`config.mk`:
```
export PLATFORM = sky130hd
export DESIGN_NAME = http_chunked_response_parser
export DESIGN_NICKNAME = d
export VERILOG_FILES = /design/src/rtl/hcrp_pkg.sv /design/src/rtl/hcrp_in_reg.sv /design/src/rtl/hcrp_parser.sv /design/src/rtl/hcrp_out_reg.sv /design/src/rtl/http_chunked_response_parser.sv
export SDC_FILE = /design/constraint.sdc
export NUM_CORES = 1
export LEC_CHECK = 0
export BUFFER_PORTS_ARGS = -buffer_cell sky130_fd_sc_hd__buf_2
export CAP_MARGIN = 15
export CORE_MARGIN = 10
export CORE_UTILIZATION = 45
export DETAILED_ROUTE_END_ITERATION = 16
export GPL_ROUTABILITY_DRIVEN = 0
export PLACE_DENSITY = 0.58
export SETUP_SLACK_MARGIN = 0.02
export SLEW_MARGIN = 15
export SYNTH_ARGS = -nofsm -noshare
export SYNTH_HDL_FRONTEND = slang
export SYNTH_SLANG_ARGS = --single-unit
```
`constraint.sdc`:
```
create_clock -name i_clk -period 11.3 [get_ports i_clk]
set_clock_uncertainty 0.1 [all_clocks]
set_input_delay 1.695 -clock i_clk [delete_from_list [all_inputs] [get_ports i_clk]]
set_output_delay 1.695 -clock i_clk [all_outputs]
set_load 0.1 [all_outputs]
```
`src/rtl/hcrp_pkg.sv`:
```
// Shared types, codes and pattern helpers for the chunked response parser.
// No dependencies; every other file in rtl/ imports this package.
package hcrp_pkg;

    // Default width of the chunk size accumulator
    localparam int HCRP_CHUNK_SIZE_BITS = 32;

    localparam int TDATA_IN_W  = 8;
    localparam int TDATA_OUT_W = 24;
    localparam int KIND_W      = 3;
    localparam int STATUS_W    = 10;
    localparam int LINE_POS_W  = 5;

    localparam logic [STATUS_W-1:0]   STATUS_MAX = 10'd999;
    localparam logic [STATUS_W-1:0]   STATUS_OK  = 10'd200;
    localparam logic [LINE_POS_W-1:0] LINE_POS_MAX = 5'd31;
    localparam logic [LINE_POS_W-1:0] STATUS_PREFIX_LEN = 5'd9;
    localparam logic [LINE_POS_W-1:0] TE_PATTERN_LEN = 5'd26;
    localparam logic [LINE_POS_W-1:0] TE_WILDCARD_POS = 5'd18;
    localparam logic [LINE_POS_W-1:0] TE_MIN_LINE_LEN = 5'd27;

    localparam logic [7:0] CHAR_CR = 8'h0D;
    localparam logic [7:0] CHAR_LF = 8'h0A;

    localparam logic [8*9-1:0]  STATUS_PREFIX = "HTTP/1.1 ";
    localparam logic [8*26-1:0] TE_PATTERN    = "Transfer-Encoding: chunked";

    // Request opcode
    typedef enum logic {
        OP_START = 1'b0,
        OP_BYTE  = 1'b1
    } t_opcode;

    // Result kinds
    typedef enum logic [KIND_W-1:0] {
        EV_PAYLOAD     = 3'd0,
        EV_CHUNK_DONE  = 3'd1,
        EV_COMPLETE    = 3'd2,
        EV_BAD_PROTO   = 3'd3,
        EV_UNSUPPORTED = 3'd4,
        EV_NOT_CHUNKED = 3'd5
    } t_event;

    // Parser phase, one-hot
    typedef enum logic [5:0] {
        PH_CLOSED  = 6'b000001,
        PH_STATUS  = 6'b000010,
        PH_HEADERS = 6'b000100,
        PH_SIZE    = 6'b001000,
        PH_DATA    = 6'b010000,
        PH_TRAILER = 6'b100000
    } t_phase;

    typedef struct packed {
        t_opcode    opcode;
        logic [7:0] rx_byte;
    } t_item;

    typedef struct packed {
        logic                valid;
        t_event              kind;
        logic [7:0]          payload_byte;
        logic [STATUS_W-1:0] status_code;
    } t_result;

    // Expected byte of the status line prefix; zero past its end
    function automatic logic [7:0] status_prefix_char(input logic [LINE_POS_W-1:0] pos);
        logic [7:0] c;
        c = 8'h00;
        if (pos < STATUS_PREFIX_LEN) begin
            c = STATUS_PREFIX[8*(8 - int'(pos)) +: 8];
        end
        return c;
    endfunction

    // Expected byte of the transfer-encoding header line; zero past its end
    function automatic logic [7:0] te_char(input logic [LINE_POS_W-1:0] pos);
        logic [7:0] c;
        c = 8'h00;
        if (pos < TE_PATTERN_LEN) begin
            c = TE_PATTERN[8*(25 - int'(pos)) +: 8];
        end
        return c;
    endfunction

    // Hex digit decode: bit 4 flags a valid digit
    function automatic logic [4:0] hex_digit(input logic [7:0] b);
        logic [4:0] r;
        r = 5'd0;
        if (b >= "0" && b <= "9") begin
            r = {1'b1, 4'(b - "0")};
        end else if (b >= "a" && b <= "f") begin
            r = {1'b1, 4'(b - "a" + 8'd10)};
        end else if (b >= "A" && b <= "F") begin
            r = {1'b1, 4'(b - "A" + 8'd10)};
        end
        return r;
    endfunction

endpackage

```
`src/rtl/hcrp_in_reg.sv`:
```
// Input register stage of the chunked response parser.
// Depends on hcrp_pkg for the request item type.
module hcrp_in_reg
    import hcrp_pkg::*;
(
    input  logic  i_clk,
    input  logic  i_rst_n,
    input  logic  i_valid,
    input  t_item i_item,
    input  logic  i_advance,
    output logic  o_ready,
    output logic  o_valid,
    output t_item o_item
);

    logic  r_valid;
    t_item r_item;

    // Take a new request whenever the held one moves on or none is held
    assign o_ready = !r_valid || i_advance;

    always_ff @(posedge i_clk) begin
        if (!i_rst_n) begin
            r_valid <= 1'b0;
        end else if (o_ready) begin
            r_valid <= i_valid;
        end
    end

    always_ff @(posedge i_clk) begin
        if (o_ready && i_valid) begin
            r_item <= i_item;
        end
    end

    assign o_valid = r_valid;
    assign o_item  = r_item;

endmodule

```
`src/rtl/hcrp_parser.sv`:
```
// Parser state and per-byte update logic of the chunked response parser.
// Depends on hcrp_pkg for types, codes and pattern helpers.
module hcrp_parser
    import hcrp_pkg::*;
#(
    parameter int CHUNK_SIZE_BITS = HCRP_CHUNK_SIZE_BITS
) (
    input  logic    i_clk,
    input  logic    i_rst_n,
    input  logic    i_advance,
    input  t_item   i_item,
    output t_result o_result
);

    localparam logic [CHUNK_SIZE_BITS-1:0] SIZE_ZERO = '0;
    localparam logic [CHUNK_SIZE_BITS-1:0] SIZE_ONE  = CHUNK_SIZE_BITS'(1);
    localparam logic [CHUNK_SIZE_BITS-1:0] SIZE_MAX  = '1;

    t_phase                    r_phase, n_phase;
    logic [LINE_POS_W-1:0]     r_line_pos, n_line_pos;
    logic                      r_mismatch, n_mismatch;
    logic                      r_cr_seen, n_cr_seen;
    logic                      r_line_empty, n_line_empty;
    logic [STATUS_W-1:0]       r_status, n_status;
    logic                      r_chunked, n_chunked;
    logic                      r_digits_done, n_digits_done;
    logic [CHUNK_SIZE_BITS-1:0] r_chunk_len, n_chunk_len;
    logic [CHUNK_SIZE_BITS-1:0] r_bytes_left, n_bytes_left;
    logic [1:0]                r_trailer_left, n_trailer_left;

    logic [7:0]                 b;
    logic                       line_end;
    logic [13:0]                status_acc;
    logic [4:0]                 hex;
    logic [CHUNK_SIZE_BITS+3:0] size_acc;
    logic [CHUNK_SIZE_BITS-1:0] bytes_dec;
    logic [1:0]                 trailer_dec;
    t_result                    res;

    assign b        = i_item.rx_byte;
    assign line_end = r_cr_seen && (b == CHAR_LF);
    assign status_acc = 14'(r_status) * 14'd10 + 14'(b - "0");
    assign hex      = hex_digit(b);
    assign size_acc = {r_chunk_len, hex[3:0]};
    assign bytes_dec   = (r_bytes_left != SIZE_ZERO) ? r_bytes_left - SIZE_ONE : SIZE_ZERO;
    assign trailer_dec = (r_trailer_left != 2'd0) ? r_trailer_left - 2'd1 : 2'd0;

    // Next-state and result for one request
    always_comb begin
        n_phase        = r_phase;
        n_line_pos     = r_line_pos;
        n_mismatch     = r_mismatch;
        n_cr_seen      = r_cr_seen;
        n_line_empty   = r_line_empty;
        n_status       = r_status;
        n_chunked      = r_chunked;
        n_digits_done  = r_digits_done;
        n_chunk_len    = r_chunk_len;
        n_bytes_left   = r_bytes_left;
        n_trailer_left = r_trailer_left;
        res            = '{valid: 1'b0, kind: EV_PAYLOAD, payload_byte: 8'd0,
                           status_code: '0};

        if (i_advance) begin
            if (i_item.opcode == OP_START) begin
                // Arm for a new reply, drop everything from the last one
                n_phase        = PH_STATUS;
                n_line_pos     = '0;
                n_mismatch     = 1'b0;
                n_cr_seen      = 1'b0;
                n_line_empty   = 1'b1;
                n_status       = '0;
                n_chunked      = 1'b0;
                n_digits_done  = 1'b0;
                n_chunk_len    = SIZE_ZERO;
                n_bytes_left   = SIZE_ZERO;
                n_trailer_left = 2'd0;
            end else begin
                case (r_phase)
                    PH_DATA: begin
                        n_bytes_left = bytes_dec;
                        if (bytes_dec == SIZE_ZERO) begin
                            n_phase        = PH_TRAILER;
                            n_trailer_left = 2'd2;
                        end
                        res.valid        = 1'b1;
                        res.kind         = EV_PAYLOAD;
                        res.payload_byte = b;
                    end
                    PH_TRAILER: begin
                        n_trailer_left = trailer_dec;
                        if (trailer_dec == 2'd0) begin
                            n_phase       = PH_SIZE;
                            n_chunk_len   = SIZE_ZERO;
                            n_line_pos    = '0;
                            n_mismatch    = 1'b0;
                            n_cr_seen     = 1'b0;
                            n_line_empty  = 1'b1;
                            n_digits_done = 1'b0;
                            res.valid     = 1'b1;
                            res.kind      = EV_CHUNK_DONE;
                        end
                    end
                    PH_STATUS, PH_HEADERS, PH_SIZE: begin
                        if (line_end) begin
                            // Line closes: decide on the whole line
                            n_line_pos    = '0;
                            n_mismatch    = 1'b0;
                            n_cr_seen     = 1'b0;
                            n_line_empty  = 1'b1;
                            n_digits_done = 1'b0;
                            if (r_phase == PH_STATUS) begin
                                if (r_mismatch) begin
                                    n_phase         = PH_CLOSED;
                                    res.valid       = 1'b1;
                                    res.kind        = EV_BAD_PROTO;
                                    res.status_code = r_status;
                                end else if (r_status != STATUS_OK) begin
                                    n_phase         = PH_CLOSED;
                                    res.valid       = 1'b1;
                                    res.kind        = EV_UNSUPPORTED;
                                    res.status_code = r_status;
                                end else begin
                                    n_phase = PH_HEADERS;
                                end
                            end else if (r_phase == PH_HEADERS) begin
                                if (r_line_empty) begin
                                    if (!r_chunked) begin
                                        n_phase         = PH_CLOSED;
                                        res.valid       = 1'b1;
                                        res.kind        = EV_NOT_CHUNKED;
                                        res.status_code = r_status;
                                    end else begin
                                        n_phase     = PH_SIZE;
                                        n_chunk_len = SIZE_ZERO;
                                    end
                                end else if (!r_mismatch && r_line_pos >= TE_MIN_LINE_LEN) begin
                                    n_chunked = 1'b1;
                                end
                            end else begin
                                // Size line done; line state is left as is
                                n_line_pos    = r_line_pos;
                                n_mismatch    = r_mismatch;
                                n_cr_seen     = r_cr_seen;
                                n_line_empty  = r_line_empty;
                                n_digits_done = r_digits_done;
                                if (r_chunk_len == SIZE_ZERO) begin
                                    n_phase   = PH_CLOSED;
                                    res.valid = 1'b1;
                                    res.kind  = EV_COMPLETE;
                                end else begin
                                    n_bytes_left = r_chunk_len;
                                    n_phase      = PH_DATA;
                                end
                            end
                        end else begin
                            // Ordinary line byte
                            if (r_phase == PH_STATUS) begin
                                if (r_line_pos < STATUS_PREFIX_LEN) begin
                                    if (b != status_prefix_char(r_line_pos)) begin
                                        n_mismatch = 1'b1;
                                    end
                                end else if (!r_mismatch && !r_digits_done) begin
                                    if (b >= "0" && b <= "9") begin
                                        n_status = (status_acc > 14'(STATUS_MAX)) ?
                                                   STATUS_MAX : status_acc[STATUS_W-1:0];
                                    end else begin
                                        n_digits_done = 1'b1;
                                    end
                                end
                            end else if (r_phase == PH_HEADERS) begin
                                if (r_line_pos < TE_PATTERN_LEN && r_line_pos != TE_WILDCARD_POS
                                        && b != te_char(r_line_pos)) begin
                                    n_mismatch = 1'b1;
                                end
                            end else if (!r_digits_done) begin
                                if (!hex[4]) begin
                                    n_digits_done = 1'b1;
                                end else if (size_acc[CHUNK_SIZE_BITS+3:CHUNK_SIZE_BITS] != 4'd0) begin
                                    n_chunk_len = SIZE_MAX;
                                end else begin
                                    n_chunk_len = size_acc[CHUNK_SIZE_BITS-1:0];
                                end
                            end
                            if (r_line_pos != '0 || b != CHAR_CR) begin
                                n_line_empty = 1'b0;
                            end
                            n_cr_seen = (b == CHAR_CR);
                            if (r_line_pos < LINE_POS_MAX) begin
                                n_line_pos = r_line_pos + 5'd1;
                            end
                        end
                    end
                    default: begin
                        // Closed: bytes are dropped
                    end
                endcase
            end
        end
    end

    // State registers
    always_ff @(posedge i_clk) begin
        if (!i_rst_n) begin
            r_phase        <= PH_CLOSED;
            r_line_pos     <= '0;
            r_mismatch     <= 1'b0;
            r_cr_seen      <= 1'b0;
            r_line_empty   <= 1'b1;
            r_status       <= '0;
            r_chunked      <= 1'b0;
            r_digits_done  <= 1'b0;
            r_chunk_len    <= SIZE_ZERO;
            r_bytes_left   <= SIZE_ZERO;
            r_trailer_left <= 2'd0;
        end else begin
            r_phase        <= n_phase;
            r_line_pos     <= n_line_pos;
            r_mismatch     <= n_mismatch;
            r_cr_seen      <= n_cr_seen;
            r_line_empty   <= n_line_empty;
            r_status       <= n_status;
            r_chunked      <= n_chunked;
            r_digits_done  <= n_digits_done;
            r_chunk_len    <= n_chunk_len;
            r_bytes_left   <= n_bytes_left;
            r_trailer_left <= n_trailer_left;
        end
    end

    assign o_result = res;

    // Payload events only come out of the data phase
    a_payload_in_data: assert property (@(posedge i_clk) disable iff (!i_rst_n)
        (res.valid && res.kind == EV_PAYLOAD) |-> (r_phase == PH_DATA))
        else $error("payload event outside data phase");

    // A start request always lands in the status line phase
    a_start_arms: assert property (@(posedge i_clk) disable iff (!i_rst_n)
        (i_advance && i_item.opcode == OP_START) |=> (r_phase == PH_STATUS))
        else $error("start request did not arm parser");

    // Data phase always has bytes outstanding
    a_data_nonzero: assert property (@(posedge i_clk) disable iff (!i_rst_n)
        (r_phase == PH_DATA) |-> (r_bytes_left != SIZE_ZERO))
        else $error("data phase with no bytes left");

    // Status code stays within its saturation bound
    a_status_sat: assert property (@(posedge i_clk) disable iff (!i_rst_n)
        r_status <= STATUS_MAX)
        else $error("status code above saturation bound");

endmodule

```
`src/rtl/hcrp_out_reg.sv`:
```
// Result register stage of the chunked response parser.
// Depends on hcrp_pkg for the result type.
module hcrp_out_reg
    import hcrp_pkg::*;
(
    input  logic                   i_clk,
    input  logic                   i_rst_n,
    input  logic                   i_advance,
    input  t_result                i_result,
    input  logic                   i_ready,
    output logic                   o_free,
    output logic                   o_valid,
    output logic [KIND_W-1:0]      o_kind,
    output logic [TDATA_OUT_W-1:0] o_data
);

    logic    r_valid;
    t_result r_result;

    // Slot can take a new result when empty or drained this cycle
    assign o_free = !r_valid || i_ready;

    always_ff @(posedge i_clk) begin
        if (!i_rst_n) begin
            r_valid <= 1'b0;
        end else if (o_free) begin
            r_valid <= i_advance && i_result.valid;
        end
    end

    always_ff @(posedge i_clk) begin
        if (o_free && i_advance && i_result.valid) begin
            r_result <= i_result;
        end
    end

    assign o_valid = r_valid;
    assign o_kind  = r_result.kind;
    assign o_data  = {(TDATA_OUT_W - STATUS_W - 8)'(0), r_result.status_code,
                      r_result.payload_byte};

endmodule

```
`src/rtl/http_chunked_response_parser.sv`:
```
// Chunked HTTP/1.1 response parser, one received byte per request.
// Path: a request is held in the input register, and its result is registered in the result
// register as the parser takes the request; a request with no result only updates state.
// Throughput: one request per cycle; a held result with tready low stalls the input side.
// Reset: synchronous active-low i_rst_n empties both stages and closes the parser.
// Depends on hcrp_pkg, hcrp_in_reg, hcrp_parser and hcrp_out_reg.
module http_chunked_response_parser
    import hcrp_pkg::*;
#(
    parameter int CHUNK_SIZE_BITS = HCRP_CHUNK_SIZE_BITS
) (
    input  logic                   i_clk,
    input  logic                   i_rst_n,
    input  logic                   i_s_axis_tvalid,
    output logic                   o_s_axis_tready,
    input  logic [TDATA_IN_W-1:0]  i_s_axis_tdata,   // [7:0] rx_byte
    input  logic [0:0]             i_s_axis_tuser,   // [0] opcode
    output logic                   o_m_axis_tvalid,
    input  logic                   i_m_axis_tready,
    output logic [TDATA_OUT_W-1:0] o_m_axis_tdata,   // [7:0] payload_byte, [17:8] status_code
    output logic [KIND_W-1:0]      o_m_axis_tuser    // [2:0] event_kind
);

    t_item   s_item;
    t_item   held_item;
    logic    held_valid;
    logic    out_free;
    logic    advance;
    t_result result;

    assign s_item  = '{opcode: t_opcode'(i_s_axis_tuser[0]), rx_byte: i_s_axis_tdata};
    assign advance = held_valid && out_free;

    hcrp_in_reg u_in_reg (
        .i_clk     (i_clk),
        .i_rst_n   (i_rst_n),
        .i_valid   (i_s_axis_tvalid),
        .i_item    (s_item),
        .i_advance (advance),
        .o_ready   (o_s_axis_tready),
        .o_valid   (held_valid),
        .o_item    (held_item)
    );

    hcrp_parser #(
        .CHUNK_SIZE_BITS (CHUNK_SIZE_BITS)
    ) u_parser (
        .i_clk     (i_clk),
        .i_rst_n   (i_rst_n),
        .i_advance (advance),
        .i_item    (held_item),
        .o_result  (result)
    );

    hcrp_out_reg u_out_reg (
        .i_clk     (i_clk),
        .i_rst_n   (i_rst_n),
        .i_advance (advance),
        .i_result  (result),
        .i_ready   (i_m_axis_tready),
        .o_free    (out_free),
        .o_valid   (o_m_axis_tvalid),
        .o_kind    (o_m_axis_tuser),
        .o_data    (o_m_axis_tdata)
    );

endmodule
```
=== After elaboration in Yosys (flattened, before gate mapping) ===
Cells that the tools add are included.

* Add/sub/neg operators: 12
* Multipliers: 1
* $lt $le $gt $ge: 11
* Equal/unequal tests: 51
* Shift-type cells: 2
* Muxes and demuxes: 126
* Reduce and logical (&&, ||, !) cells: 42

{| class="wikitable"
|+ Operator list
! kind !! count
|-
| 32-bit 2-to-1 mux || 18
|-
| 208-bit by 32-bit variable part select with 8-bit output, first input constant || 1
|-
| 10-bit 2-to-1 mux || 16
|-
| 32-bit one-hot mux with 2 select lines || 2
|-
| 8-bit 2-to-1 mux || 14
|-
| 72-bit by 32-bit variable part select with 8-bit output, first input constant || 1
|-
| 32-bit zero test || 2
|-
| 5-bit 2-to-1 mux || 10
|-
| 6-bit 2-to-1 mux || 8
|-
| 22-bit 2-to-1 mux || 2
|-
| 4-bit 2-to-1 mux || 10
|-
| 1-bit 2-to-1 mux || 34
|-
| 32-bit nonzero test || 1
|-
| 32-bit by 1-bit subtractor with 32-bit output, second input constant || 1
|-
| 5-bit by 4-bit inequality test with 1-bit output, second input constant || 5
|-
| 7-bit AND reduction || 3
|-
| 6-bit one-hot mux with 3 select lines || 1
|-
| 8-bit by 4-bit equality test with 1-bit output, second input constant || 2
|-
| 8-bit by 7-bit >= comparator with 1-bit output, second input constant || 2
|-
| 8-bit by 7-bit less-or-equal comparator with 1-bit output, second input constant || 2
|-
| 4-bit by 2-bit inequality test with 1-bit output, second input constant || 4
|-
| 8-bit inequality test || 2
|-
| 14-bit adder || 1
|-
| 14-bit by 10-bit greater-than comparator with 1-bit output, second input constant || 1
|-
| other kinds (52) || 102
|}

* Bits in registers: 124
* Output and inout bits: 29

=== Longest topological paths before layout ===
* Depth in word-level cells: 17
* Depth in mapped cells: 20
* Mapped depth without buffers: 20

=== Cells and area by module ===
A second synthesis with hierarchy kept.

* Cell total of the unflattened synthesis: 1122
* Area total of the unflattened synthesis: 8902.3 um^2

{| class="wikitable"
|+ Modules (own cells, without submodules)
! module !! instances !! cells each !! area each (um^2) !! seq. area each (um^2)
|-
| hcrp_parser || 1 || 1074 || 7823.8 || 1841.8
|-
| hcrp_out_reg || 1 || 33 || 744.5 || 650.6
|-
| hcrp_in_reg || 1 || 14 || 327.8 || 290.3
|-
| http_chunked_response_parser || 1 || 1 || 6.3 || 0.0
|}

=== Worst setup path before layout ===
No wires, ideal clock.

* Path type: input-to-output
* Start point: in i_m_axis_tready
* End point: out o_s_axis_tready
* Arrival: 2.428 ns
* Path slack: 7.077 ns
* Stages: 2
* Path buffers: 0
* Path through: nor2b_1 nand2_1

* Word-level cells in the longest chain between the ends: 3

{| class="wikitable"
|+ RTL lines
! element !! RTL line !! text
|-
| start, declared || http_chunked_response_parser.sv:19 || <nowiki>input logic i_m_axis_tready,</nowiki>
|-
| 1-bit logical OR || hcrp_out_reg.sv:21 || <nowiki>assign o_free = !r_valid || i_ready;</nowiki>
|-
| 1-bit logical AND || http_chunked_response_parser.sv:32 || <nowiki>assign advance = held_valid && out_free;</nowiki>
|-
| 1-bit logical OR || hcrp_in_reg.sv:20 || <nowiki>assign o_ready = !r_valid || i_advance;</nowiki>
|-
| end, declared || http_chunked_response_parser.sv:15 || <nowiki>output logic o_s_axis_tready,</nowiki>
|}

No other way between the ends.

=== Final worst setup path ===
* Start point: reg u_parser.r_status[1]
* End point: reg u_parser.r_status[9]

* Word-level cells in the longest chain between the ends: 11

{| class="wikitable"
|+ RTL lines
! element !! RTL line !! text
|-
| start, declared || hcrp_parser.sv:24 || <nowiki>logic [STATUS_W-1:0] r_status, n_status;</nowiki>
|-
| start signal, assigned || hcrp_parser.sv:222 || <nowiki>r_status <= n_status;</nowiki>
|-
| 10-bit by 3-bit multiplier with 13-bit output (*) || hcrp_parser.sv:42 || <nowiki>assign status_acc = 14'(r_status) * 14'd10 + 14'(b - "0");</nowiki>
|-
| 14-bit adder (*) || hcrp_parser.sv:42 ||
|-
| 14-bit by 10-bit greater-than comparator with 1-bit output || hcrp_parser.sv:165 || <nowiki>n_status = (status_acc > 14'(STATUS_MAX)) ?</nowiki>
|-
| 10-bit 2-to-1 mux (*) || hcrp_parser.sv:165 ||
|-
| 10-bit 2-to-1 mux (*) || hcrp_parser.sv:164 || <nowiki>if (b >= "0" && b <= "9") begin</nowiki>
|-
| 10-bit 2-to-1 mux (*) || hcrp_parser.sv:163 || <nowiki>end else if (!r_mismatch && !r_digits_done) begin</nowiki>
|-
| 10-bit 2-to-1 mux (*) || hcrp_parser.sv:159 || <nowiki>if (r_line_pos < STATUS_PREFIX_LEN) begin</nowiki>
|-
| 10-bit 2-to-1 mux (*) || hcrp_parser.sv:158 || <nowiki>if (r_phase == PH_STATUS) begin</nowiki>
|-
| 10-bit 2-to-1 mux (*) || hcrp_parser.sv:105 || <nowiki>if (line_end) begin</nowiki>
|-
| 10-bit 2-to-1 mux (*) || hcrp_parser.sv:79 || <nowiki>case (r_phase)</nowiki>
|-
| 10-bit 2-to-1 mux (*) || hcrp_parser.sv:65 || <nowiki>if (i_item.opcode == OP_START) begin</nowiki>
|}

Mark *: on every way between the ends. The rest lies on a longest branch, timed or not. The select of a mux whose other input is x is not followed.
A chain may end at the register's enable or synchronous reset.

==> results.md <==
- Status: finished, final reports clean
- Initial antenna violation count: 0
- Clock-pin slew on the worst setup and hold paths: 0.06 ns
- Maximum clock insertion buffer count: 2
- GRT Residual Overflow: 0
- Commonest cells after routing, fill and taps aside: 118 x nand2_1, 95 x o21ai_0, 94 x dfxtp_1
- Number of fill cells: 1917
- IO Count: 42
- Avg Cell Area, Syn: 8.04 sq um
- Via count: about 8.1k
- Layout area overhead: 9.02%
- CP cell instances: ha_1 > ha_1 > inv_1 > fa_1 > nor2b_1 > o21ai_0 > nand2b_1 > a21o_1 > a21o_1 > xor2_1 > ha_1 > and3_1 > a31o_2 > nor3_1 > a31oi_1 > o21ai_0 > nand4b_1 > o21ai_0 > a21boi_0
- Die Footprint: about 26000 sq um
- Fin. max-slew vios: 0
- Total Routing Usage GR: 0.192
- XOR/XNOR Fraction of Synth Area: 0.0577
- Yosys warnings: 0
- RSZ-0062 raised after global routing: no
- Initial Util: 0.458
- Number of flops mapped to enable cells by yosys: 30
- Top fanout value on the critical path: 8
- Core box area: 19500 sq um
- Post-Synth Simple-Gate Area: 0.263
- Type of the worst min-delay path: flip-flop to flip-flop
- Setup TNS: 0 ns
- 1st-pass router iterations: 5
- Die height: 161 um
- Synthesized instance count: about 1.1k
- CTS tree: done
- Mapped cell area: between 8000 and 9000 sq um
- Final setup viols: 0
- Total clock sinks: about 120
- Synth Area in Compound Gates: 0.244
- Crit start category: flip-flop
- Tmin final: 4.30 ns
- Worst-margin pin slew: 1.10 ns
- Post-route ant nets: 0
- Drt via density: 5.89
- Total wire length: 25300 um
- Hold Fails Final Rpt: 0
- Power Density: 127 nW/um^2
- Area contributors post-synth: dfxtp_1 21%, edfxtp_1 10%, ha_1 6.2%
- IO Port Bufs: 35
- Adder-cell area share of the yosys netlist: 0.0660
- Ys flop type: dfxtp_1
- Sequential cell area fraction in the yosys report: 0.311
- Max-slew headroom: 0.264
- Hold_ws: 0.362 ns
- Die W: 161 um
- Crit path kind: flip-flop to flip-flop
- Max-cap violations: 0
- Setup Fix Bufs, Post-CTS: 0
- Initial DRC count: 606
- WL per Instance: roughly 18 um
- CP Capture Type: flip-flop
- Inserted Diodes: 0
- FMAX: 0.232 GHz
- Insertion delay to the later sink of the worst-skew pair: 0.43 ns
- Post-layout nets: between 1k and 1.5k
- Worst-path cell with the longest stage delay: dfxtp_1
- CTS Hold Bufs: 0
- Root Driver: clkbuf_16
- HPWL after DPL: 17400 um
- Post-CTS Resized: 0
- Worst path max stage delay: approximately 0.45 ns
- Synth top area share: 0.210
- Mux contribution to synthesized area: 0.00335
- Largest family of logic cells by synthesized area: simple AND/OR/NAND/NOR gates
- Final worst-path cycle share: 0.381
- Ys async rst share: 0
- Placement Rows: 51
- Post-synth cell types: 84
- First-pass GRT wire length: a little over 40000 um
- DRC: 0
- Num CTS Buffers: 17
- H-Tree Depth: 4
- Most common cell after layout, fill and taps aside: nand2_1
- Largest net degree at the start of global routing: 98
- Share of post-route cells with drive strength above 1: 0.0903
- Synth Register Bits: 124
- Leakage: 0.00370 uW
- Max VDD drop: 0.000115 V
- Vias in the first global route: 7622
- Data arrival, critical path: 4.50 ns
- Worst path required time: 11.50 ns
- Top cell type by total area after synthesis: dfxtp_1
[cells in the mapped netlist (5+ instances only)]
master and count:
a211oi_1 10, o21ai_1 30, a221oi_1 11, buf_1 5, nand3_1 35, a32oi_1 5, nor2_1 66, nand4_1 18
inv_1 27, buf_6 8, o21ai_0 95, a21oi_1 58, nor4b_1 5, nor2b_1 23, o211ai_1 10, nand2b_1 15
a22oi_1 7, a31oi_1 8, xnor2_1 34, a21boi_0 15, nor4_1 18, o211a_1 7, o22ai_1 6, xor2_1 25
buf_4 6, dfxtp_1 94, or4_1 7, edfxtp_1 30, o31ai_1 12, ha_1 44, buf_2 11, and3_1 5
nand2_1 118, o21a_1 6, a21o_1 11, nor3_1 36, or3_1 8, and2_1 50, nor3b_1 12, clkbuf_1 46
[worst max-delay path, delay by kind of cell (launching register included)]
kind,cells,cell delay (ns)
AO/OA/AOI/OAI,8,1.50
XOR/XNOR,1,0.15
adder cells (fa/ha/maj),4,1.04
buffers and inverters,1,0.07
flip-flops,1,0.45
AND/OR/NAND/NOR,5,0.87
[kinds of logic (layout without fill, tap and decap cells)]
group / after synthesis / count (layout)
simple gates: 441 / 441
compound gates: 336 / 336
flops: 124 / 124
buf+inv: 103 / 103
xor+xnor: 59 / 59
fa+ha+maj: 46 / 46
mux: 3 / 3
other cells: 1 / 6
[final cells by class]
type / count / area [sq um] / share of cell area
well taps: 265 / 332 / 0.0340
multi-input cells: 891 / 5730 / 0.587
flip-flops and latches: 124 / 2780 / 0.285
clock buffers: 18 / 450 / 0.0462
inverters: 27 / 101 / 0.0104
clock inverters: 14 / 118 / 0.0121
repair buffers: 44 / 243 / 0.0249
[where the power goes]
part           switching, uW  internal, uW  total (uW)  leakage (uW)
sequential              19.7           463         482       0.00103
combinational            142          77.9         220       0.00241
clock                    219           314         533      0.000259
[final timing paths]
| kind | from | end | slack, ns | cells after the start |
|---|---|---|---|---|
| min | u_parser.r_trailer_left[0] | u_parser.r_trailer_left[0] | 0.36 | 2 |
| min reg2reg | u_parser.r_trailer_left[0] | u_parser.r_trailer_left[0] | 0.36 | 2 |
| max | u_parser.r_status[1] | u_parser.r_status[9] | 7.00 | 19 |
| max reg2reg | u_parser.r_status[1] | u_parser.r_status[9] | 7.00 | 19 |
[state kept, by name, indices dropped and copies added (netlist names)]
signal,cells
u_parser.r_bytes_left,32
u_parser.r_chunk_len,32
u_out_reg.o_data,18
u_parser.r_status,10
u_in_reg.o_item,9
u_parser.r_phase,6
u_parser.r_line_pos,5
u_out_reg.o_kind,3
u_parser.r_trailer_left,2
u_in_reg.o_valid,1
u_out_reg.o_valid,1
u_parser.r_chunked,1
u_parser.r_cr_seen,1
u_parser.r_digits_done,1
u_parser.r_line_empty,1
u_parser.r_mismatch,1
[per-layer routing]
layer  vias up  wire length (um)  track usage
met4         0               436       0.0567
met5         -                 0            0
met3        25              1150       0.0343
met2       207             11800        0.310
li1       4071                 -            -
met1      3843             11900        0.257
[stage by stage]
step | std cells | setup WS [ns] | util | instance area [sq um] | total power [uW]
global placement | 1351 | 7.14 | 0.471 | 9190 | 708
global route | 1383 | 6.57 | 0.500 | 9760 | 1290
CTS | 1383 | 6.99 | 0.500 | 9760 | 1240
floorplan | 1118 | 7.08 | - | 8970 | 662
detailed placement | 1351 | 7.02 | 0.471 | 9190 | 708
finish | 1383 | 7.00 | 0.500 | 9760 | 1240
Power figures use the tool's default switching activity.
